$ cat src/rtl/dhs_pkg.sv
// shared types and constants for the duration histogram statistics block
// no dependencies
package dhs_pkg;

  localparam int NUM_BUCKETS = 8;
  localparam int NUM_BOUNDS  = 7;
  localparam int BKT_W       = $clog2(NUM_BUCKETS);
  localparam int CFG_IDX_W   = 3;
  localparam logic [31:0] ALL_ONES = 32'hffff_ffff;

  typedef enum logic [1:0] {
    OP_BEGIN = 2'd0,
    OP_END   = 2'd1,
    OP_QUERY = 2'd2,
    OP_NONE  = 2'd3
  } op_t;

  // one input item
  typedef struct packed {
    op_t         operation;
    logic [31:0] timestamp_us;
    logic [2:0]  bucket_index;
  } in_t;

  // classified event handed from front to back
  typedef struct packed {
    logic        rec_run;
    logic        rec_wait;
    logic [31:0] dur;
    logic [2:0]  sel;
  } evt_t;

  typedef struct packed {
    logic [31:0] run_count;
    logic [31:0] run_sum;
    logic [31:0] run_min;
    logic [31:0] run_max;
    logic [31:0] run_median;
    logic [31:0] wait_sum;
    logic [31:0] wait_min;
    logic [31:0] wait_max;
    logic [31:0] wait_median;
    logic [31:0] run_bucket_count;
    logic [31:0] wait_bucket_count;
  } res_t;

  typedef enum logic [3:0] {
    ST_IDLE, ST_BKT, ST_REC, ST_MED_INIT, ST_MED_SCAN, ST_MED_MUL,
    ST_MED_DIV, ST_MED_DONE, ST_OUT
  } bst_t;

endpackage

$ cat src/rtl/dhs_front.sv
// front: accepts events, keeps timestamps, computes the duration to record
// depends on dhs_pkg
module dhs_front (
  input  logic             clk,
  input  logic             rst,
  input  logic             in_valid,
  output logic             in_ready,
  input  logic [1:0]       in_op,
  input  logic [31:0]      in_ts,
  input  logic [2:0]       in_sel,
  output logic             q_push,
  output dhs_pkg::evt_t    q_data,
  input  logic             q_full
);
  import dhs_pkg::*;

  logic [31:0] start_time, end_time;
  logic        end_seen;
  logic        acc;

  assign in_ready = !q_full;
  assign acc      = in_valid && in_ready;
  assign q_push   = acc;

  always_comb begin
    q_data.sel      = in_sel;
    q_data.rec_run  = (in_op == OP_END);
    q_data.rec_wait = (in_op == OP_BEGIN) && end_seen;
    q_data.dur      = (in_op == OP_END) ? in_ts - start_time : in_ts - end_time;
  end

  always_ff @(posedge clk) begin
    if (rst) begin
      start_time <= '0;
      end_time   <= '0;
      end_seen   <= 1'b0;
    end else if (acc) begin
      if (in_op == OP_BEGIN) start_time <= in_ts;
      if (in_op == OP_END) begin
        end_time <= in_ts;
        end_seen <= 1'b1;
      end
    end
  end
endmodule

$ cat config.mk
export PLATFORM = sky130hd
export DESIGN_NAME = dhs_front
export DESIGN_NICKNAME = d
export VERILOG_FILES = /design/src/rtl/dhs_pkg.sv /design/src/rtl/dhs_front.sv
export SDC_FILE = /design/constraint.sdc
export NUM_CORES = 1
export LEC_CHECK = 0
export BUFFER_PORTS_ARGS = -buffer_cell sky130_fd_sc_hd__buf_2
export CAP_MARGIN = 10
export CORE_MARGIN = 2
export CORE_UTILIZATION = 45
export DETAILED_ROUTE_END_ITERATION = 16
export HOLD_SLACK_MARGIN = 0.08
export PLACE_DENSITY = 0.66
export SETUP_SLACK_MARGIN = 0.5
export SYNTH_ARGS = -nofsm -noshare
export SYNTH_HDL_FRONTEND = slang
export SYNTH_SLANG_ARGS = --single-unit
$ cat constraint.sdc
create_clock -name clk -period 4.1 [get_ports clk]
set_input_delay 0.615 -clock clk [delete_from_list [all_inputs] [get_ports clk]]
set_output_delay 0.615 -clock clk [all_outputs]
set_load 0.02 [all_outputs]
Yosys cells after proc, flatten, opt, wreduce, memory -nomap -nowiden
Cells that the tools add are included.
{"block": "word_totals", "regBits": 65, "word_cells": 13}
{"block": "op_classes", "n_eq_ne": 1, "reduce_logical": 6, "n_mux": 1, "addsub": 2}
{"op": "subtractor 32 bit", "n": 2}
{"op": "two-way mux 32 bit", "n": 1}
{"op": "AND reduction 2 bit", "n": 2}
{"op": "== test 2 x 1 -> 1 bit, second input constant", "n": 1}
{"op": "logical AND 1 bit", "n": 2}
{"op": "zero test 2 bit", "n": 1}
{"op": "zero test 1 bit", "n": 1}

Depth between registers and ports, before layout
Gate-level depths: netlist of the first run.
{"block": "depth", "word_depth": 3, "ltp_mapped": 12, "mapped_depth_nobuf": 11}

Worst setup path after synthesis of the first run
No wires, ideal clock.
{"block": "synth_timing", "path_type": "in2out", "startpoint": "input port in_op[0]", "endpoint": "output port q_data[34] (netlist name)", "arrival_time_ns": 3.346, "cell_stages": 11, "n_path_buf": 3, "slack_ns": 0.139, "t_required_ns": 3.485, "cell_sequence": "nor2b_1 buf_2 buf_1 mux2i_1 ha_1 clkbuf_1 a21o_1 a211oi_1 nand2_1 or4_1 nand3_1"}
{"element": "start: declaration", "line": "dhs_front.sv:8", "text": "input logic [1:0] in_op,"}
{"element": "end: declaration", "line": "dhs_front.sv:12", "text": "output dhs_pkg::evt_t q_data,"}

==> results of run 1 <==
[worst paths after layout]
check	depth (start not counted)	start	slack, ns	end
setup / recovery	13	in_op[1]	0.20	q_data[22]
hold / removal	2	end_time[24]$_SDFFE_PP0P_	0.46	end_time[24]$_SDFFE_PP0P_
hold reg to reg	2	end_time[24]$_SDFFE_PP0P_	0.46	end_time[24]$_SDFFE_PP0P_
setup reg to reg	2	start_time[1]$_SDFFE_PP0P_	3.41	start_time[1]$_SDFFE_PP0P_
[cells in the mapped netlist, types with 8 or more instances]
library cell,count
a21o_1,8
a21oi_1,96
clkbuf_1,26
dfxtp_1,65
ha_1,31
inv_1,13
mux2i_1,32
nand2_1,151
nor2_1,19
o21ai_0,23
xnor2_1,18
xor2_1,9
[tightest hold or removal path: stages, from the launching register on]
cell and delay (ns):
dfxtp_1 0.31, nand2_1 0.05, a21oi_1 0.05
[final cells by class]
| class | count | share of cell area (%) |
|---|---|---|
| Multi-Input combinational cell | 480 | 57.6 |
| Sequential cell | 65 | 20.8 |
| Timing Repair Buffer | 126 | 14.6 |
| Tap cell | 133 | 2.66 |
| Clock buffer | 9 | 1.98 |
| Clock inverter | 7 | 1.52 |
| Inverter | 13 | 0.780 |
[timing repair]
item | CTS | global route
pin swaps | 39 | 39
resized for setup | 88 | 81
setup endpoints to repair | 19 | 22
buffers inserted | 23 | 14
gates cloned | 1 | 0
[per-stage QoR]
step	setup WS, ns	utilization, %	instances
final	0.201	64.0	833
after global routing	0.0736	64.0	833
after CTS	0.263	58.9	819
after detailed placement	0.145	51.3	779
after global placement	0.109	51.3	779
after floorplan	0.505	-	598
[kinds of logic after synthesis]
family | Yosys count
adders and majority gates | 32
xor gates and xnor gates | 27
muxes | 33
and+or+nand+nor | 215
DFF | 65
AOI/OAI and AO/OA | 173
buffers and inverters | 53
[sequential cells by signal, indices dropped and copies added, names as in the netlist]
signal,count
end_seen,1
start_time,32
end_time,32
[power by group through the flow]
| stage | combinational (mW) | sequential [mW] | clock, mW |
|---|---|---|---|
| 6_report | 0.658 | 0.652 | 0.621 |
| 4_1_cts | 0.560 | 0.651 | 0.623 |
| 3_3_place_gp | 0.478 | 0.665 | 0 |
| 5_1_grt | 0.702 | 0.653 | 0.650 |
| 2_1_floorplan | 0.342 | 0.664 | 0 |
| 3_5_place_dp | 0.484 | 0.666 | 0 |
[metal layers]
layer  part of all wire (%)  vias to the layer above  GRT usage [%]
met5                      0                        -              0
met4                    1.4                        0           8.49
met3                    6.1                       18           3.45
met2                     49                      173           41.0
met1                     43                     2269           30.6
li1                       -                     2294              -
==> key figures, run 1 <==
Synthesis
  – XOR/XNOR Fraction of Synth Area: 5.22%
  – Synthesized cell area: 4530 um^2
  – Mux cell area share after synthesis: 7.32%
  – Post-Synth Simple-Gate Area: 20.3%
  – Flops & latches, synth: 65
  – Main combinational cell family by area after synthesis: compound AO/OA/AOI/OAI gates
  – Avg Cell Area, Syn: 7.57 um^2
  – Net Count, Synth: 671
  – Ys async rst share: 0%
  – Yosys top cell by area: dfxtp_1
  – EDFF count, synth: 0
  – Main synth FF type: dfxtp_1
  – Post-Synth Adder-Cell Area: 9.01%
  – Distinct cells, synth: 62
  – Top cells by area, synth: dfxtp_1, nand2_1, a21oi_1
  – Ys Warns: 0
  – Synth top area share: 28.7%
  – Post-synthesis compound-gate area fraction: 23.6%
  – Synthesized instance count: 598
  – Register area share after synthesis: 28.7%

Pwr
  – Power Dens Cells: 309 nW/um^2
  – Maximum vdd drop: 205 uV
  – Overall Power: 1.93 mW
  – Sequential share of power: 33.8%
  – Sw Pwr: 0.661 mW
  – Clock power frac: 32.1%
  – Lkg Pwr: 2.31 nW
  – Comb power frac: 34.1%
  – Int Pwr: 1.27 mW
  – Net switching fraction of the power: 34.2%

Worst hold path
  – Hold WC Path Type: flip-flop to flip-flop

STA
  – Worst slew pin tran: 1.21 ns
  – RSZ-0062 raised after global routing: true
  – Min cycle time layout: 3.90 ns
  – Setup violators final: 0
  – Setup Skew: 0 ns
  – Max-slew violations: 0
  – Rel. slew slack: 19.7%
  – Final Hold Fails: 0
  – FMAX: 256 MHz
  – WHS: 0.457 ns
  – Period Utilization, post-route: 95.1%
  – Setup TNS: 0 ns

Detailed routing
  – Post-Route WL: 14.1 mm
  – Pre-antenna DRT Iters: 5
  – Post-DRT Antenna Nets: 0
  – Via Count: 4754
  – Initial drt markers: 255
  – WL/cell: 16.9 um
  – Via density: 5.71
  – Number of remaining DRC errors: 0

Setup path
  – Crit-path max cell delay: 0.36 ns
  – Crit Path Category: input port to primary output
  – Cell mode on critical path: buf_6
  – Crit path launch type: input port
  – Worst path cell trace: buf_8 > nor2b_4 > buf_6 > buf_12 > mux2i_2 > ha_1 > a21oi_1 > o21ai_1 > a311oi_2 > a221oi_4 > buf_4 > a211o_1 > buf_6
  – Critical Path AT: 3.28 ns
  – Worst setup EP type: primary output
  – CP bufs+invs: 5
  – Top delay family on crit path: compound AO/OA/AOI/OAI gates
  – Crit-path max FO: 9
  – Critical Path RT: 3.48 ns
  – Slowest library cell on the worst path: a311oi_2

Final layout
  – Filler cells: 808
  – Antenna cells: 0
  – Most frequent cells in the layout: nand2_1, a21oi_1, dfxtp_1, buf_4, buf_2
  – Storage cell area: 1300 um^2
  – Most common cell after layout, fill and taps aside: nand2_1
  – Layout cell share with drive strength beyond 1: 34.9%
  – Area of the multi-input gates: 3600 um^2
  – Area grow syn2layout: 38.1%
  – NumNets Final: 768
  – Final Cell Area: 6250 um^2

Global routing
  – Largest net degree at the start of global routing: 66
  – First-pass GRT wire length: 21.7 mm
  – GRT overflow: 0
  – All-Layer GR Usage: 24.0%
  – Vias in the first global route: 4491
  – Initial antenna violation count: 0

CTS
  – CTS max path bufs: 2
  – Clock latency on the worst-skew pair: 0.34 ns
  – CTS root buffer: clkbuf_8
  – CTS tree: done
  – Hold_buf cts: 0
  – Clk sinks: 65
  – CTS H-tree depth: 3
  – CTS clk-pin slew, worst paths: 0.08 ns
  – CTS buffer count: 9

Floorplanning
  – Starting density of the core: 46.3%
  – Chip Width: 104 um
  – Core ar.: 9770 um^2
  – DIE HEIGHT: 104 um
  – Rows: 36
  – Top Ports: 80
  – Area of the die: 10900 um^2

Run status
  – Status: complete, no violations

Place
  – Final Wtd Congestion: 0.877
  – DP Area: 5010 um^2
  – Buffers on Ports: 73
  – DP HPWL: 8.84 mm

Flow run
  – Max-cap viol count: 0
No activity file was read; power rests on OpenSTA's default activity.
==> run 2, diff against run 1 <==
--- a/config.mk
+++ b/config.mk
@@ -7,2 +7,3 @@
 export LEC_CHECK = 0
+export ABC_CLOCK_PERIOD_IN_PS = 4100
 export BUFFER_PORTS_ARGS = -buffer_cell sky130_fd_sc_hd__buf_2
==> constraint.sdc (replaced) <==
create_clock -name clk -period 4.1 [get_ports clk]
set_input_delay 0.205 -clock clk [delete_from_list [all_inputs] [get_ports clk]]
set_output_delay 0.205 -clock clk [all_outputs]
set_load 0.02 [all_outputs]
==> key figures, run 2 (synthesis results as in run 1) <==
Run status
  – Status: complete, no violations (unchanged)

Final layout
  – Layout cell share with drive strength beyond 1: 16.9% (was 34.9%)
  – Filler cells: 987 (was 808)
  – Most common cell after layout, fill and taps aside: nand2_1 (unchanged)
  – Most frequent cells in the layout: nand2_1, a21oi_1, buf_2, dfxtp_1, mux2i_1 (was nand2_1, a21oi_1, dfxtp_1, buf_4, buf_2)
  – NumNets Final: 721 (was 768)
  – Area grow syn2layout: 13.1% (was 38.1%)
  – Largest regs: end_time (32), start_time (32), end_seen (1) (unchanged)
  – Antenna cells: 0 (unchanged)
  – Non-Filler Instances: 785 (was 833)

Global routing
  – First-pass GRT wire length: 19.9 mm (was 21.7 mm)
  – All-Layer GR Usage: 21.8% (was 24.0%)
  – Vias in the first global route: 4147 (was 4491)
  – Initial antenna violation count: 0 (unchanged)
  – GRT overflow: 0 (unchanged)
  – Largest net degree at the start of global routing: 66 (unchanged)

Setup path
  – Crit. Startpoint: in_op[0] (was in_op[1])
  – Crit path launch type: input port (unchanged)
  – R2r worst-path depth: 2 (unchanged)
  – Critical Path AT: 3.15 ns (was 3.28 ns)
  – Crit Path Category: input port to primary output (unchanged)
  – Reg-to-Reg Start: start_time[8]$_SDFFE_PP0P_ (was start_time[1]$_SDFFE_PP0P_)
  – Crit-path max FO: 14 (was 9)
  – Worst setup EP type: primary output (unchanged)
  – Critical Path RT: 3.89 ns (was 3.48 ns)

STA
  – Max-slew violations: 0 (unchanged)
  – Setup TNS: 0 ns (unchanged)
  – FMAX: 298 MHz (was 256 MHz)
  – Min cycle time layout: 3.36 ns (was 3.90 ns)
  – Setup violators final: 0 (unchanged)
  – RSZ-0062 raised after global routing: false (was true)
  – Worst slew pin tran: 1.19 ns (was 1.21 ns)
  – Final Hold Fails: 0 (unchanged)
  – Setup Skew: 0 ns (unchanged)
  – Rel. slew slack: 20.8% (was 19.7%)
  – Period Utilization, post-route: 81.9% (was 95.1%)

Floorplanning
  – Starting density of the core: 46.3% (unchanged)
  – Area of the die: 10900 um^2 (unchanged)
  – Rows: 36 (unchanged)
  – DIE HEIGHT: 104 um (unchanged)
  – Top Ports: 80 (unchanged)
  – Chip Width: 104 um (unchanged)
  – Core ar.: 9770 um^2 (unchanged)

CTS
  – CTS H-tree depth: 3 (unchanged)
  – Hold_buf cts: 0 (unchanged)
  – Post-CTS resize count: 0 (was 88)
  – Postcts setup bufs: 0 (was 23)
  – CTS tree: done (unchanged)
  – CTS max path bufs: 2 (unchanged)
  – CTS clk-pin slew, worst paths: 0.08 ns (about the same)
  – Clock latency on the worst-skew pair: 0.33 ns (was 0.34 ns)
  – CTS root buffer: clkbuf_8 (unchanged)
  – CTS buffer count: 9 (unchanged)
  – Clk sinks: 65 (unchanged)

Detailed routing
  – Number of remaining DRC errors: 0 (unchanged)
  – Post-Route WL: 12.0 mm (was 14.1 mm)
  – Via density: 5.56 (was 5.71)
  – WL/cell: 15.3 um (was 16.9 um)
  – Initial drt markers: 222 (was 255)
  – Via Count: 4364 (was 4754)
  – Pre-antenna DRT Iters: 5 (unchanged)
  – Post-DRT Antenna Nets: 0 (unchanged)

Pwr
  – Sw Pwr: 0.562 mW (was 0.661 mW)
  – Net switching fraction of the power: 32.5% (was 34.2%)
  – Power Dens Cells: 338 nW/um^2 (was 309 nW/um^2)
  – Comb power frac: 27.2% (was 34.1%)
  – Int Pwr: 1.17 mW (was 1.27 mW)
  – Sequential share of power: 37.6% (was 33.8%)
  – Clock power frac: 35.2% (was 32.1%)
  – Lkg Pwr: 1.94 nW (was 2.31 nW)
  – Maximum vdd drop: 138 uV (was 205 uV)

Worst hold path
  – Hold Path Depth: 3 (was 2)
  – Hold_sp: in_ts[25] (was end_time[24]$_SDFFE_PP0P_)
  – Hold WC Path Type: input port to flip-flop (was flip-flop to flip-flop)

Flow run
  – Max-cap viol count: 0 (unchanged)

Place
  – Final Wtd Congestion: 0.830 (was 0.877)
  – DP HPWL: 8.64 mm (was 8.84 mm)
  – Placed cell count: 770 (was 779)
  – Buffers on Ports: 73 (unchanged)
run 2: cell count changes in the layout (fill, tap and decap cells not counted), moves of 11 or more:
cell and delta:
buf_4 -51, a21oi_1 +12, buf_6 -11, buf_2 +20, ha_1 +18, o21ai_0 +15
run 2: metrics by stage:
stage / util (%) / hold WS [ns] / total power, mW / setup WS (ns) / instance area (um^2)
2_1_floorplan: - / 0.341 / 1.00 / 0.959 / 4530
3_3_place_gp: 50.2 / 0.410 / 1.13 / 0.800 / 4900
3_5_place_dp: 50.2 / 0.410 / 1.13 / 0.765 / 4900
4_1_cts: 52.4 / 0.108 / 1.75 / 0.740 / 5120
5_1_grt: 52.4 / 0.121 / 1.82 / 0.584 / 5120
6_report: 52.4 / 0.120 / 1.73 / 0.742 / 5120
run 2: area by class of cell:
type	count	area (um^2)	share of cell area (%)
Clock buffer	10	138	2.69
Clock inverter	5	80.1	1.56
Inverter	13	48.8	0.953
Multi-Input combinational cell	480	2980	58.1
Sequential cell	65	1300	25.4
Tap cell	133	166	3.25
Timing Repair Buffer	79	410	8.01
run 2: power by group through the flow:
stage,combinational (mW),sequential [mW],clock (mW)
after global routing,0.513,0.652,0.651
after floorplan,0.336,0.664,0
after detailed placement,0.467,0.666,0
after CTS,0.470,0.651,0.626
after global placement,0.462,0.665,0
final,0.471,0.651,0.608
run 2: worst paths after layout:
path,slack (ns),end
max,0.74,q_data[21]
min,0.12,start_time[25]$_SDFFE_PP0P_
max reg2reg,3.45,start_time[8]$_SDFFE_PP0P_
min reg2reg,0.46,start_time[14]$_SDFFE_PP0P_
run 2: routing by layer:
| layer | vias to the layer above | GRT usage, % | share of wire [%] |
|---|---|---|---|
| met5 | - | 0 | 0 |
| met4 | 0 | 6.85 | 1.1 |
| met3 | 11 | 3.13 | 4.9 |
| met2 | 132 | 35.3 | 45 |
| met1 | 2024 | 30.0 | 49 |
| li1 | 2197 | - | - |
run 2: critical path, cell delays in order:
cell and delay [ns]:
buf_2 0.11, nor2b_4 0.24, buf_4 0.31, mux2i_1 0.17
fa_1 0.47, a21o_1 0.22, a311o_1 0.38, a22oi_2 0.24
nand2_2 0.15, a311oi_2 0.29, xnor2_1 0.17, buf_2 0.20
