## config.mk

```make
export PLATFORM = sky130hd
export DESIGN_NAME = dhs_queue
export DESIGN_NICKNAME = d
export VERILOG_FILES = /design/src/rtl/dhs_pkg.sv /design/src/rtl/dhs_queue.sv
export SDC_FILE = /design/constraint.sdc
export NUM_CORES = 1
export LEC_CHECK = 0
export BUFFER_PORTS_ARGS = -buffer_cell sky130_fd_sc_hd__buf_4
export CAP_MARGIN = 20
export CORE_AREA = 2 2 97 99
export CTS_CLUSTER_SIZE = 10
export DETAILED_ROUTE_END_ITERATION = 6
export DIE_AREA = 0 0 99 101
export HOLD_SLACK_MARGIN = 0.15
export PLACE_DENSITY = 0.54
export SKIP_CTS_REPAIR_TIMING = 1
export SLEW_MARGIN = 10
export SYNTH_ARGS = -nofsm -noshare
export SYNTH_HDL_FRONTEND = slang
export SYNTH_SLANG_ARGS = --single-unit
export TNS_END_PERCENT = 30
```

## constraint.sdc

```tcl
create_clock -name clk -period 3.3 [get_ports clk]
set_input_delay 0.165 -clock clk [delete_from_list [all_inputs] [get_ports clk]]
set_output_delay 0.165 -clock clk [all_outputs]
set_load 0.05 [all_outputs]
```

## src/rtl/dhs_pkg.sv

```systemverilog
// shared types and constants for the duration histogram statistics block
// no dependencies
package dhs_pkg;

  localparam int NUM_BUCKETS = 8;
  localparam int NUM_BOUNDS  = 7;
  localparam int BKT_W       = $clog2(NUM_BUCKETS);
  localparam int CFG_IDX_W   = 3;
  localparam logic [31:0] ALL_ONES = 32'hffff_ffff;

  typedef enum logic [1:0] {
    OP_BEGIN = 2'd0,
    OP_END   = 2'd1,
    OP_QUERY = 2'd2,
    OP_NONE  = 2'd3
  } op_t;

  // one input item
  typedef struct packed {
    op_t         operation;
    logic [31:0] timestamp_us;
    logic [2:0]  bucket_index;
  } in_t;

  // classified event handed from front to back
  typedef struct packed {
    logic        rec_run;
    logic        rec_wait;
    logic [31:0] dur;
    logic [2:0]  sel;
  } evt_t;

  typedef struct packed {
    logic [31:0] run_count;
    logic [31:0] run_sum;
    logic [31:0] run_min;
    logic [31:0] run_max;
    logic [31:0] run_median;
    logic [31:0] wait_sum;
    logic [31:0] wait_min;
    logic [31:0] wait_max;
    logic [31:0] wait_median;
    logic [31:0] run_bucket_count;
    logic [31:0] wait_bucket_count;
  } res_t;

  typedef enum logic [3:0] {
    ST_IDLE, ST_BKT, ST_REC, ST_MED_INIT, ST_MED_SCAN, ST_MED_MUL,
    ST_MED_DIV, ST_MED_DONE, ST_OUT
  } bst_t;

endpackage

```

## src/rtl/dhs_queue.sv

```systemverilog
// two entry fifo between front and back
// depends on dhs_pkg
module dhs_queue (
  input  logic          clk,
  input  logic          rst,
  input  logic          push,
  input  dhs_pkg::evt_t wdata,
  output logic          full,
  input  logic          pop,
  output dhs_pkg::evt_t rdata,
  output logic          nonempty
);
  import dhs_pkg::*;

  evt_t       mem [2];
  logic       wp, rp;
  logic [1:0] cnt;

  assign full     = (cnt == 2'd2);
  assign nonempty = (cnt != 2'd0);
  assign rdata    = mem[rp];

  always_ff @(posedge clk) begin
    if (push) mem[wp] <= wdata;
  end

  always_ff @(posedge clk) begin
    if (rst) begin
      wp <= 1'b0; rp <= 1'b0; cnt <= '0;
    end else begin
      if (push) wp <= ~wp;
      if (pop) rp <= ~rp;
      cnt <= cnt + {1'b0, push} - {1'b0, pop};
    end
  end
endmodule

```

# [Word level (Yosys, flattened, before mapping)]
# Memories as Yosys holds them, arrays and structs flattened. A register that Yosys moved wholly into a read port is not among the register bits.
# Cells that the tools add are included.
[totals] register_bits=4 ramBits=74 inputBits=41 output_inout_bits=39 elab_cells=14 n_memories=1
[mem_list] name="mem" depth=2 width=37 read_ports=1 rd_ports_with_merged_regs=1 write_ports=1 line_no="dhs_queue.sv:15" text="evt_t mem [2];"
[classes] n_addsub=2 eq_ne=1 muxes=4 bitwise=2 reduce_logical=1
[ops] cell="$mux W1" n=4
[ops] cell="$add A2 B1 Y2" n=1
[ops] cell="$eq A2 B2 Y1 const B" n=1
[ops] cell="$not A1 Y1" n=2
[ops] cell="$reduce_bool A2 Y1" n=1
[ops] cell="$sub A2 B1 Y2" n=1

# [Longest topological paths before layout]
# Gate-level depths: netlist (run 1).
[logic_depth] ltp_word=3 ltp_mapped=6 depth_no_buf=6

# [Least setup slack after synthesis (run 1)]
# OpenSTA, ideal clock, no wires.
[synth_path] path_type="reg2reg" start="register wp" end="memory mem[0][0] in the netlist's numbering (enable)" setup_time_ps=436 arrival_time_ps=1987 required_ps=2864 path_slack_ps=877 stages_incl_launch_ff=2 n_path_buf=0 synth_period_minus_slack_ps=2423 path_cell_list="dfxtp_1 -> nor2b_1"
[synth_lines] element="start: declaration" line_no="dhs_queue.sv:16" text="logic wp, rp;"
[synth_lines] element="start signal: assignment" line_no="dhs_queue.sv:31" text="if (push) wp <= ~wp;"
[synth_lines] element="end: declaration" line_no="dhs_queue.sv:15"
# No word-level cell before the write port.

==> impl_results.md, run 1 <==
- Syn Nets: 179
- Total Routing Usage GR: 10.47%
- Status: finished clean
- Post-DR vias/cell: 4.247
- Critical path cell sequence: buf_4 > mux2_4 > buf_4
- Die Wd: 99 µm
- Root Buffer: clkbuf_8
- Fin Setup TNS: 0 ns
- Yosys warnings: 0
- Share of cells above drive strength 1: 50.37%
- Core area: 8977 µm²
- Slew Viols, Final: 0
- Setup Skew: 0.006511 ns
- Syn Area/Cell: 22.37 µm²
- Post-Synthesis Cells: 136
- Area Overhead vs Synth: 42.70%
- Fillers: 794
- R2R cell count: 1
- CTS max path bufs: 2
- Synth unique cells: 14
- Seq/Total Area, Yosys: 76.35%
- Port bufs: 79
- VDD IR-drop max: 0.2276 mV
- Inserted Clock Buffers: 9
- Die area: 9999 µm²
- Yosys top cell area share: 73.06%
- Hold Path Class: flip-flop to flip-flop
- Register Area: 2323 µm²
- Area of the multi-input gates: 649.4 µm²
- Clk Latency, worst-skew pair: 0.34 ns
- First drt pass iteration count: 4
- Worst-path clk slew: 0.08 ns
- RSZ-0062 raised after global routing: false
- FF-to-FF Start: wp$_SDFFE_PP0P_
- Crit path arrival time: 2.11 ns
- Min Tclk post-route: 2.275 ns
- GRT Residual Overflow: 0
- R2R Setup Slk: 1.70 ns
- R2r endpoint: mem[1][22]$_DFFE_PP_
- Synth Register Bits: 79
- Vias in the first global route: 1,523
- DR DRC count: 0
- Max Clk Rate: 439.6 MHz
- Worst setup SP type: flip-flop
- Post-route ant nets: 0
- Sinks on Clock Net: 79
- Synth area leaders: edfxtp_1 73%, mux2_4 15%, dfxtp_1 3.3%
- GP Congestion: 0.6526
- Post-synth top area cell: edfxtp_1
- CTS tree: built
- Final worst-path cycle share: 68.93%
- Critical path type: flip-flop to output port
- Die span in y: 101 µm
- IO Pins: 80
- Final wirelength: 5.350 mm
- Crit path capture: rdata[19]
- Row count: 35
- Final Setup Violations: 0
- Starting density of the core: 33.88%
- Final core occ: 48.35%
- Initial drt markers: 60
- CP most frequent cell: buf_4
- Largest net degree at the start of global routing: 38
- Ant. Diodes: 0
- CP endpoint kind: output port
- Max Cap Viol: 0
- Least-Margin Pin Slew: 0.9393 ns
- Hold Fails Final Rpt: 0
- Post-Syn Area: 3042 µm²
- Max stage delay on crit path: 0.78 ns
- LEAKAGE: 1.711 nW
- PD cells: 559.4 nW/µm²
- Critical Path Slowest Stage Cell: dfxtp_2
- Post-DP HPWL: 3.245 mm
- Net count, final: 308
- First-pass GRT wire length: 7.679 mm
- DR WL/cell: 14.04 µm
- Initial antenna violation count: 0
- Worst EP required: 3.13 ns
- Slew Limit Headroom: 37.38%
- Worst Path Max Fanout: 22
- H-Tree Depth: 3
- DR vias: 1,618
==> critical path, delay by kind of cell (launching register included) <==
| kind | cells | cell delay [ns] |
|---|---|---|
| DFF | 1 | 0.78 |
| buffers and inverters | 2 | 0.62 |
| muxes | 1 | 0.35 |
==> layout by cell type (no fill, tap or decap) <==
| cell type | instances |
|---|---|
| buf_4 | 80 |
| edfxtp_1 | 74 |
| dlygate4sd3_1 | 41 |
| mux2_4 | 30 |
| clkbuf_8 | 9 |
| mux2_2 | 7 |
| nor2_1 | 4 |
| dfxtp_1 | 4 |
| inv_1 | 2 |
| nor2b_1 | 2 |
| xnor2_1 | 2 |
| ha_1 | 2 |
| clkinvlp_4 | 2 |
| clkbuf_1 | 2 |
| or2_2 | 1 |
| and2_2 | 1 |
| nor2b_4 | 1 |
| xnor3_1 | 1 |
| dfxtp_2 | 1 |
| clkinv_4 | 1 |
| bufinv_16 | 1 |
| clkinv_2 | 1 |
| buf_12 | 1 |
==> area by class of cell <==
cell class,instances,area share [%]
flip-flops and latches,79,53.53
clock inverters,5,1.355
repair buffers,122,23.75
well taps,111,3.200
multi-input cells,51,14.96
inverters,2,0.1730
clock buffers,11,3.027
==> cell usage after synthesis <==
| master | number |
|---|---|
| edfxtp_1 | 74 |
| mux2_4 | 30 |
| mux2_2 | 7 |
| dfxtp_1 | 5 |
| nor2_1 | 4 |
| buf_12 | 3 |
| nor2b_1 | 3 |
| ha_1 | 2 |
| inv_1 | 2 |
| xnor2_1 | 2 |
| and2_1 | 1 |
| buf_6 | 1 |
| or2_2 | 1 |
| xnor3_1 | 1 |
==> kinds of logic (layout without fill, tap and decap cells) <==
kind of cell | count (synthesis) | after routing | synth area share (%)
DFF | 79 | 79 | 76.35
muxes | 37 | 37 | 17.40
xor gates and xnor gates | 3 | 3 | 1.316
buffers and inverters | 6 | 140 | 2.592
and+or+nand+nor | 9 | 9 | 1.522
adders and majority gates | 2 | 2 | 0.8226
==> worst min path at each step <==
stage | from | endpoint | slack [ns] | cells after the start
floorplan | rst | cnt[0]$_SDFF_PP0_ | 0.24 | 1
global placement | wdata[36] | mem[0][36]$_DFFE_PP_ | 0.35 | 1
detailed placement | wdata[14] | mem[1][14]$_DFFE_PP_ | 0.35 | 1
CTS | wdata[6] | mem[0][6]$_DFFE_PP_ | -0.02 | 1
global route | wdata[4] | mem[1][4]$_DFFE_PP_ | 0.53 | 2
finish | rp$_SDFFE_PP0P_ | rp$_SDFFE_PP0P_ | 0.53 | 2
==> state kept, by name, indices dropped and copies added (netlist names), named ones only <==
name	count
cnt	2
wp	1
rp	1
mem	74
==> stage by stage <==
| step | hold slack [ns] | total power, W | worst slack (ns) | cell area [µm²] | cells |
|---|---|---|---|---|---|
| 2_1_floorplan | 0.2366 | 0.001588 | 0.8771 | 3042 | 136 |
| 3_3_place_gp | 0.3518 | 0.001726 | 1.380 | 3720 | 323 |
| 3_5_place_dp | 0.3536 | 0.001730 | 1.367 | 3720 | 323 |
| 4_1_cts | -0.01719 | 0.002417 | 0.9717 | 3910 | 339 |
| 5_1_grt | 0.5340 | 0.002534 | 0.9146 | 4340 | 381 |
| 6_report | 0.5308 | 0.002428 | 1.025 | 4340 | 381 |
==> metal layers <==
metal,global-route usage (%),wire [µm],vias up
met1,12.83,2312,782
li1,-,-,779
met5,0,0,-
met2,16.22,2654,45
met3,2.705,236,12
met4,7.271,146,0
==> power breakdown <==
part	internal, W	total [W]	switching (W)
Sequential	0.00117	0.00120	0.0000307
Clock	0.000350	0.000683	0.000333
Combinational	0.000235	0.000547	0.000312
Note: power is estimated with default switching activity, not from simulation.
==> run 2: changes to the inputs <==
==> constraint.sdc (replaced) <==
create_clock -name clk -period 2.1 [get_ports clk]
set_input_delay 0.105 -clock clk [delete_from_list [all_inputs] [get_ports clk]]
set_output_delay 0.105 -clock clk [all_outputs]
set_load 0.05 [all_outputs]
==> run 2 against run 1 <==
Register-to-register slack worse by 0.88 ns; combinational power is 60% higher; clock power rose by 65%; sequential share of layout area is 0.46 points lower; routed wire length rose by 2.9%; design area up 0.86%; flip-flop and latch count is the same; clock skew down 0.0023 ns; via count increased by 0.80%; final cell count increased by 0.26%; largest power group unchanged; highest routed layer unchanged.
==> impl_results.md, run 2 (synthesis results as in run 1) <==
- Share of cells above drive strength 1: 51.29% (was 50.37%)
- First drt pass iteration count: 3 (was 4)
- VDD IR-drop max: 0.4508 mV (was 0.2276 mV)
- CTS tree: built (unchanged)
- Worst setup SP type: flip-flop (unchanged)
- Max Clk Rate: 567.3 MHz
- GRT Residual Overflow: 0 (unchanged)
- Worst EP required: 2.00 ns (was 3.13 ns)
- Total Routing Usage GR: 11.17% (was 10.47%)
- Port bufs: 79 (unchanged)
- RSZ-0062 raised after global routing: false (unchanged)
- Die Wd: 99 µm (unchanged)
- GP Congestion: 0.6072 (was 0.6526)
- Largest registers: mem (74), cnt (2) (unchanged)
- Initial antenna violation count: 0 (unchanged)
- Crit path arrival time: 1.66 ns (was 2.11 ns)
- Tot Pwr: 0.003877 W (was 0.002428 W)
- Ant. Diodes: 0 (unchanged)
- Commonest non-fill, non-tap cell in the layout: buf_4 (unchanged)
- Final wirelength: 5.507 mm (was 5.350 mm)
- Hold Path Class: input pin to flip-flop (was flip-flop to flip-flop)
- Leading cell types in the layout, fill and taps excluded: 80 x buf_4, 74 x edfxtp_1, 41 x dlygate4sd3_1 (unchanged)
- Worst Path Max Fanout: 32 (was 22)
- Post-route ant nets: 0 (unchanged)
- Vias in the first global route: 1,639 (was 1,523)
- Slew Viols, Final: 0 (unchanged)
- DR vias: 1,631 (was 1,618)
- Final instance area: 4378 µm² (was 4340 µm²)
- Status: finished clean (unchanged)
- H-Tree Depth: 3 (unchanged)
- Row count: 35 (unchanged)
- Critical path type: flip-flop to output port (unchanged)
- First-pass GRT wire length: 8.224 mm (was 7.679 mm)
- Die area: 9999 µm² (unchanged)
- DR WL/cell: 14.42 µm (was 14.04 µm)
- Clk Latency, worst-skew pair: 0.34 ns (about the same)
- PD cells: 885.7 nW/µm² (was 559.4 nW/µm²)
- Max Cap Viol: 0 (unchanged)
- Area Overhead vs Synth: 43.93% (was 42.70%)
- Final Setup Violations: 0 (unchanged)
- Worst-path clk slew: 0.08 ns (about the same)
- Sinks on Clock Net: 79 (unchanged)
- LEAKAGE: 1.735 nW (was 1.711 nW)
- Initial drt markers: 35 (was 60)
- Least-Margin Pin Slew: 0.5221 ns (was 0.9393 ns)
- Post-DR vias/cell: 4.270 (was 4.247)
- Slew Limit Headroom: 65.19% (was 37.38%)
- CTS max path bufs: 2 (unchanged)
- Hold Fails Final Rpt: 0 (unchanged)
- Inserted Clock Buffers: 9 (unchanged)
- CP endpoint kind: output port (unchanged)
- IO Pins: 80 (unchanged)
- Die span in y: 101 µm (unchanged)
- DP Area: 3760 µm² (was 3720 µm²)
- Final worst-path cycle share: 83.93%
- Min Tclk post-route: 1.763 ns
- Starting density of the core: 33.88% (unchanged)
- Fin Setup TNS: 0 ns (unchanged)
- Setup Skew: 0.004258 ns (was 0.006511 ns)
- Largest net degree at the start of global routing: 38 (unchanged)
- DR DRC count: 0 (unchanged)
- Core area: 8977 µm² (unchanged)
- Root Buffer: clkbuf_8 (unchanged)
- Biggest register: mem (unchanged)
- Net count, final: 309 (was 308)
- Max reg flops: 74 (unchanged)
==> run 2: power breakdown <==
group / switching [W] / leakage, nW / internal, W
clock: 0.000517 / 0.105 / 0.000612
combinational: 0.000503 / 0.893 / 0.000374
sequential: 0.0000372 / 0.736 / 0.00183
==> run 2: layout make-up <==
| cell class | instances | area [µm²] |
|---|---|---|
| Timing Repair Buffer | 123 | 1051 |
| Clock inverter | 5 | 56.30 |
| Sequential cell | 79 | 2323 |
| Inverter | 2 | 7.507 |
| Clock buffer | 11 | 151.4 |
| Fill cell | 772 | 4599 |
| Multi-Input combinational cell | 51 | 649.4 |
| Tap cell | 111 | 138.9 |
==> run 2: per-stage QoR <==
stage	setup slack (ns)	hold WS [ns]	util (%)	instances
5_1_grt	0.2601	0.4741	48.77	382
4_1_cts	0.2942	-0.07170	44.20	341
2_1_floorplan	0.3813	0.1766	-	136
3_5_place_dp	0.6843	0.2936	41.88	325
3_3_place_gp	0.6991	0.2905	41.88	325
6_report	0.3374	0.4874	48.77	382
==> run 2: path summary, 6_finish.rpt <==
check,start,endpoint,slack (ns),cells past startpoint
setup / recovery,flip-flop,rdata[5],0.34,3
setup reg to reg,wp$_SDFFE_PP0P_,mem[0][28]$_DFFE_PP_,0.82,2
hold reg to reg,rp$_SDFFE_PP0P_,rp$_SDFFE_PP0P_,0.52,2
hold / removal,wdata[18],mem[0][18]$_DFFE_PP_,0.49,2
==> run 2: layer usage <==
layer	up-vias	wire (µm)	track usage (%)
met4	0	126	6.322
met2	52	2829	19.18
met5	-	0	0
li1	784	-	-
met3	9	291	3.121
met1	786	2259	12.50
==> run 2: critical path, cell delays in order, from the launching register on <==
cell	delay [ns]
dfxtp_2	0.46
buf_12	0.29
mux2_2	0.37
buf_4	0.19
==> run 3: changes to the inputs <==
--- a/config.mk
+++ b/config.mk
@@ -5,6 +5,7 @@
 export SDC_FILE = /design/constraint.sdc
 export NUM_CORES = 1
 export LEC_CHECK = 0
+export ABC_AREA = 1
 export BUFFER_PORTS_ARGS = -buffer_cell sky130_fd_sc_hd__buf_4
 export CAP_MARGIN = 20
 export CORE_AREA = 2 2 97 99
@@ -12,7 +13,7 @@
 export DETAILED_ROUTE_END_ITERATION = 6
 export DIE_AREA = 0 0 99 101
 export HOLD_SLACK_MARGIN = 0.15
-export PLACE_DENSITY = 0.54
+export PLACE_DENSITY = 0.56
 export SKIP_CTS_REPAIR_TIMING = 1
 export SLEW_MARGIN = 10
 export SYNTH_ARGS = -nofsm -noshare
==> constraint.sdc (replaced) <==
create_clock -name clk -period 1.6 [get_ports clk]
set_input_delay 0.08 -clock clk [delete_from_list [all_inputs] [get_ports clk]]
set_output_delay 0.08 -clock clk [all_outputs]
set_load 0.05 [all_outputs]
==> run 3 against run 2 <==
Sequential share of layout area is 0.44 points lower; non-clock buffer count is 3 higher; routed wire length fell by 2.1%; critical endpoint is now rdata[4]; first-iteration DRC count rose by 71%.
==> impl_results.md, run 3 <==
- Min Tclk post-route: 1.520 ns
- Tot Pwr: 0.004893 W (was 0.003877 W)
- Post-DR vias/cell: 4.228 (was 4.270)
- Worst setup SP type: flip-flop (unchanged)
- Post-Syn Area: 3047 µm² (was 3042 µm²)
- Synth area leaders: edfxtp_1 73%, mux2_4 15%, dfxtp_1 3.3% (unchanged)
- Yosys top cell area share: 72.94% (was 73.06%)
- Crit path arrival time: 1.44 ns (was 1.66 ns)
- Syn Nets: 189 (was 179)
- Post-Synthesis Cells: 146 (was 136)
- Setup WS post-layout: 0.07993 ns (was 0.3374 ns)
- Core area: 8977 µm² (unchanged)
- Final core occ: 49.23% (was 48.77%)
- DP Area: 3799 µm² (was 3760 µm²)
- Commonest cells in the netlist: 74 x edfxtp_1, 30 x mux2_4, 8 x inv_1 (was 74 x edfxtp_1, 30 x mux2_4, 7 x mux2_2)
- Busiest grt layer: met2 (unchanged)
- GP Congestion: 0.6671 (was 0.6072)
- Vias in the first global route: 1,592 (was 1,639)
- Synth unique cells: 14 (unchanged)
- GR Util met3: 3.606% (was 3.121%)
- Largest registers: mem (74), cnt (2) (unchanged)
- Post-route ant nets: 0 (unchanged)
- Ant. Diodes: 0 (unchanged)
- Starting density of the core: 33.94% (was 33.88%)
- Final Setup Violations: 0 (unchanged)
- Syn Area/Cell: 20.87 µm² (was 22.37 µm²)
- Yosys warnings: 0 (unchanged)
- Final worst-path cycle share: 95.00%
- DR DRC count: 0 (unchanged)
- H-Tree Depth: 3 (unchanged)
- Die span in y: 101 µm (unchanged)
- CTS max path bufs: 2 (unchanged)
- Ys flop type: edfxtp_1 (unchanged)
- First drt pass iteration count: 5 (was 3)
- GRT Residual Overflow: 0 (unchanged)
- Clk Latency, worst-skew pair: 0.35 ns (was 0.34 ns)
- Die Wd: 99 µm (unchanged)
- Die area: 9999 µm² (unchanged)
- Worst-path clk slew: 0.08 ns (about the same)
- IO Pins: 80 (unchanged)
- Root Buffer: clkbuf_8 (unchanged)
- Met2 Usage GRT: 17.31% (was 19.18%)
- LEAKAGE: 1.776 nW (was 1.735 nW)
- Leading cell types in the layout, fill and taps excluded: 81 x buf_4, 74 x edfxtp_1, 40 x dlygate4sd3_1 (was 80 x buf_4, 74 x edfxtp_1, 41 x dlygate4sd3_1)
- Fin Setup TNS: 0 ns (unchanged)
- VDD IR-drop max: 0.4822 mV (was 0.4508 mV)
- RSZ-0062 raised after global routing: false (unchanged)
- Initial drt markers: 60 (was 35)
- Sinks on Clock Net: 79 (unchanged)
- Net count, final: 322 (was 309)
- Area Overhead vs Synth: 45.05% (was 43.93%)
- Max Clk Rate: 657.9 MHz
- DR WL/cell: 13.65 µm (was 14.42 µm)
- Max Cap Viol: 0 (unchanged)
- Slew Viols, Final: 0 (unchanged)
- Post-DP HPWL: 3.489 mm
- Hold Path Class: input pin to flip-flop (unchanged)
- CP endpoint kind: output port (unchanged)
- Setup Skew: 0.01063 ns (was 0.004258 ns)
- Post-synth top area cell: edfxtp_1 (unchanged)
- Seq/Total Area, Yosys: 76.22% (was 76.35%)
- Met1 GRT Util: 11.34% (was 12.50%)
- Worst EP required: 1.52 ns (was 2.00 ns)
- Worst Path Max Fanout: 15 (was 32)
- Slew Limit Headroom: 80.39% (was 65.19%)
- Share of cells above drive strength 1: 48.94% (was 51.29%)
- Max reg flops: 74 (unchanged)
- Port bufs: 79 (unchanged)
- Row count: 35 (unchanged)
- Final instance area: 4419 µm² (was 4378 µm²)
- Total Routing Usage GR: 10.17% (was 11.17%)
- Critical path type: flip-flop to output port (unchanged)
- First-pass GRT wire length: 7.527 mm (was 8.224 mm)
- Hold Fails Final Rpt: 0 (unchanged)
- Status: finished clean (unchanged)
- Place WS: 0.3190 ns (was 0.6843 ns)
- Final wirelength: 5.393 mm (was 5.507 mm)
- Synth Register Bits: 79 (unchanged)
- CTS tree: built (unchanged)
- Inserted Clock Buffers: 9 (unchanged)
- Synth async-reset ratio: 0% (unchanged)
- Biggest register: mem (unchanged)
- DR vias: 1,670 (was 1,631)
- Least-Margin Pin Slew: 0.2938 ns (was 0.5221 ns)
- EDFF count, synth: 74 (unchanged)
- Initial antenna violation count: 0 (unchanged)
- PD cells: 1107 nW/µm² (was 885.7 nW/µm²)
- Top-count cell post-synth: edfxtp_1 (unchanged)
- Largest net degree at the start of global routing: 30 (was 38)
- Commonest non-fill, non-tap cell in the layout: buf_4 (unchanged)
run 3: cell count changes after synthesis:
| cell | previous run | this run |
|---|---|---|
| a21oi_1 | 0 | 1 |
| and2_1 | 1 | 0 |
| inv_1 | 2 | 8 |
| nand2_1 | 0 | 5 |
| nand3_1 | 0 | 1 |
| nor2_1 | 4 | 7 |
| nor2b_1 | 3 | 0 |
| nor3_1 | 0 | 1 |
| or2_2 | 1 | 0 |
| xnor2_1 | 2 | 1 |
| xnor3_1 | 1 | 0 |
run 3: metal layers:
metal  share of wire (%)  vias up
met2                  51       54
met5                   0        -
met3                 6.2        8
met4                 1.6        0
li1                    -      821
met1                  41      787
run 3: per-stage QoR:
stage / cells / hold slack, ns
after global routing: 395 / 0.4592
after floorplan: 146 / 0.1512
after CTS: 354 / -0.09638
final: 395 / 0.4616
after detailed placement: 338 / 0.2673
after global placement: 338 / 0.2654
run 3: critical path, stage by stage, from the launching register on:
cell and delay [ns]:
dfxtp_4 0.39, buf_12 0.17, mux2_2 0.35, buf_4 0.19
run 3: path summary, 6_finish.rpt:
kind         cells after the start         startpoint  slack [ns]                   end
min reg2reg                      2    rp$_SDFFE_PP0P_        0.52       rp$_SDFFE_PP0P_
max reg2reg                      8  cnt[0]$_SDFF_PP0_        0.31     cnt[1]$_SDFF_PP0_
max                              3          flip-flop        0.08              rdata[4]
min                              2          wdata[34]        0.46  mem[0][34]$_DFFE_PP_
run 3: layout make-up:
cell class / count / area (µm²)
clock inverters: 6 / 61.31
fillers: 763 / 4558
inverters: 8 / 30.03
clock buffers: 10 / 127.6
flip-flops and latches: 79 / 2326
well taps: 111 / 138.9
repair buffers: 126 / 1105
multi-input cells: 55 / 630.6
run 3: logic make-up (layout without fill, tap and decap cells):
group           after synthesis  count (layout)  share of synthesized area (%)
mux                          37              37                          17.37
fa+ha+maj                     2               2                         0.8212
xor+xnor                      1               1                         0.2875
compound gates                1               1                         0.1641
buf+inv                      12             150                          3.327
flops                        79              79                          76.22
simple gates                 14              14                          1.807
run 3: where the power goes:
part	total (W)	internal, W	switching, W	leakage (nW)
registers	0.00242	0.00239	0.0000327	0.737
clock network	0.00139	0.000715	0.000670	0.0976
logic	0.00109	0.000464	0.000625	0.942
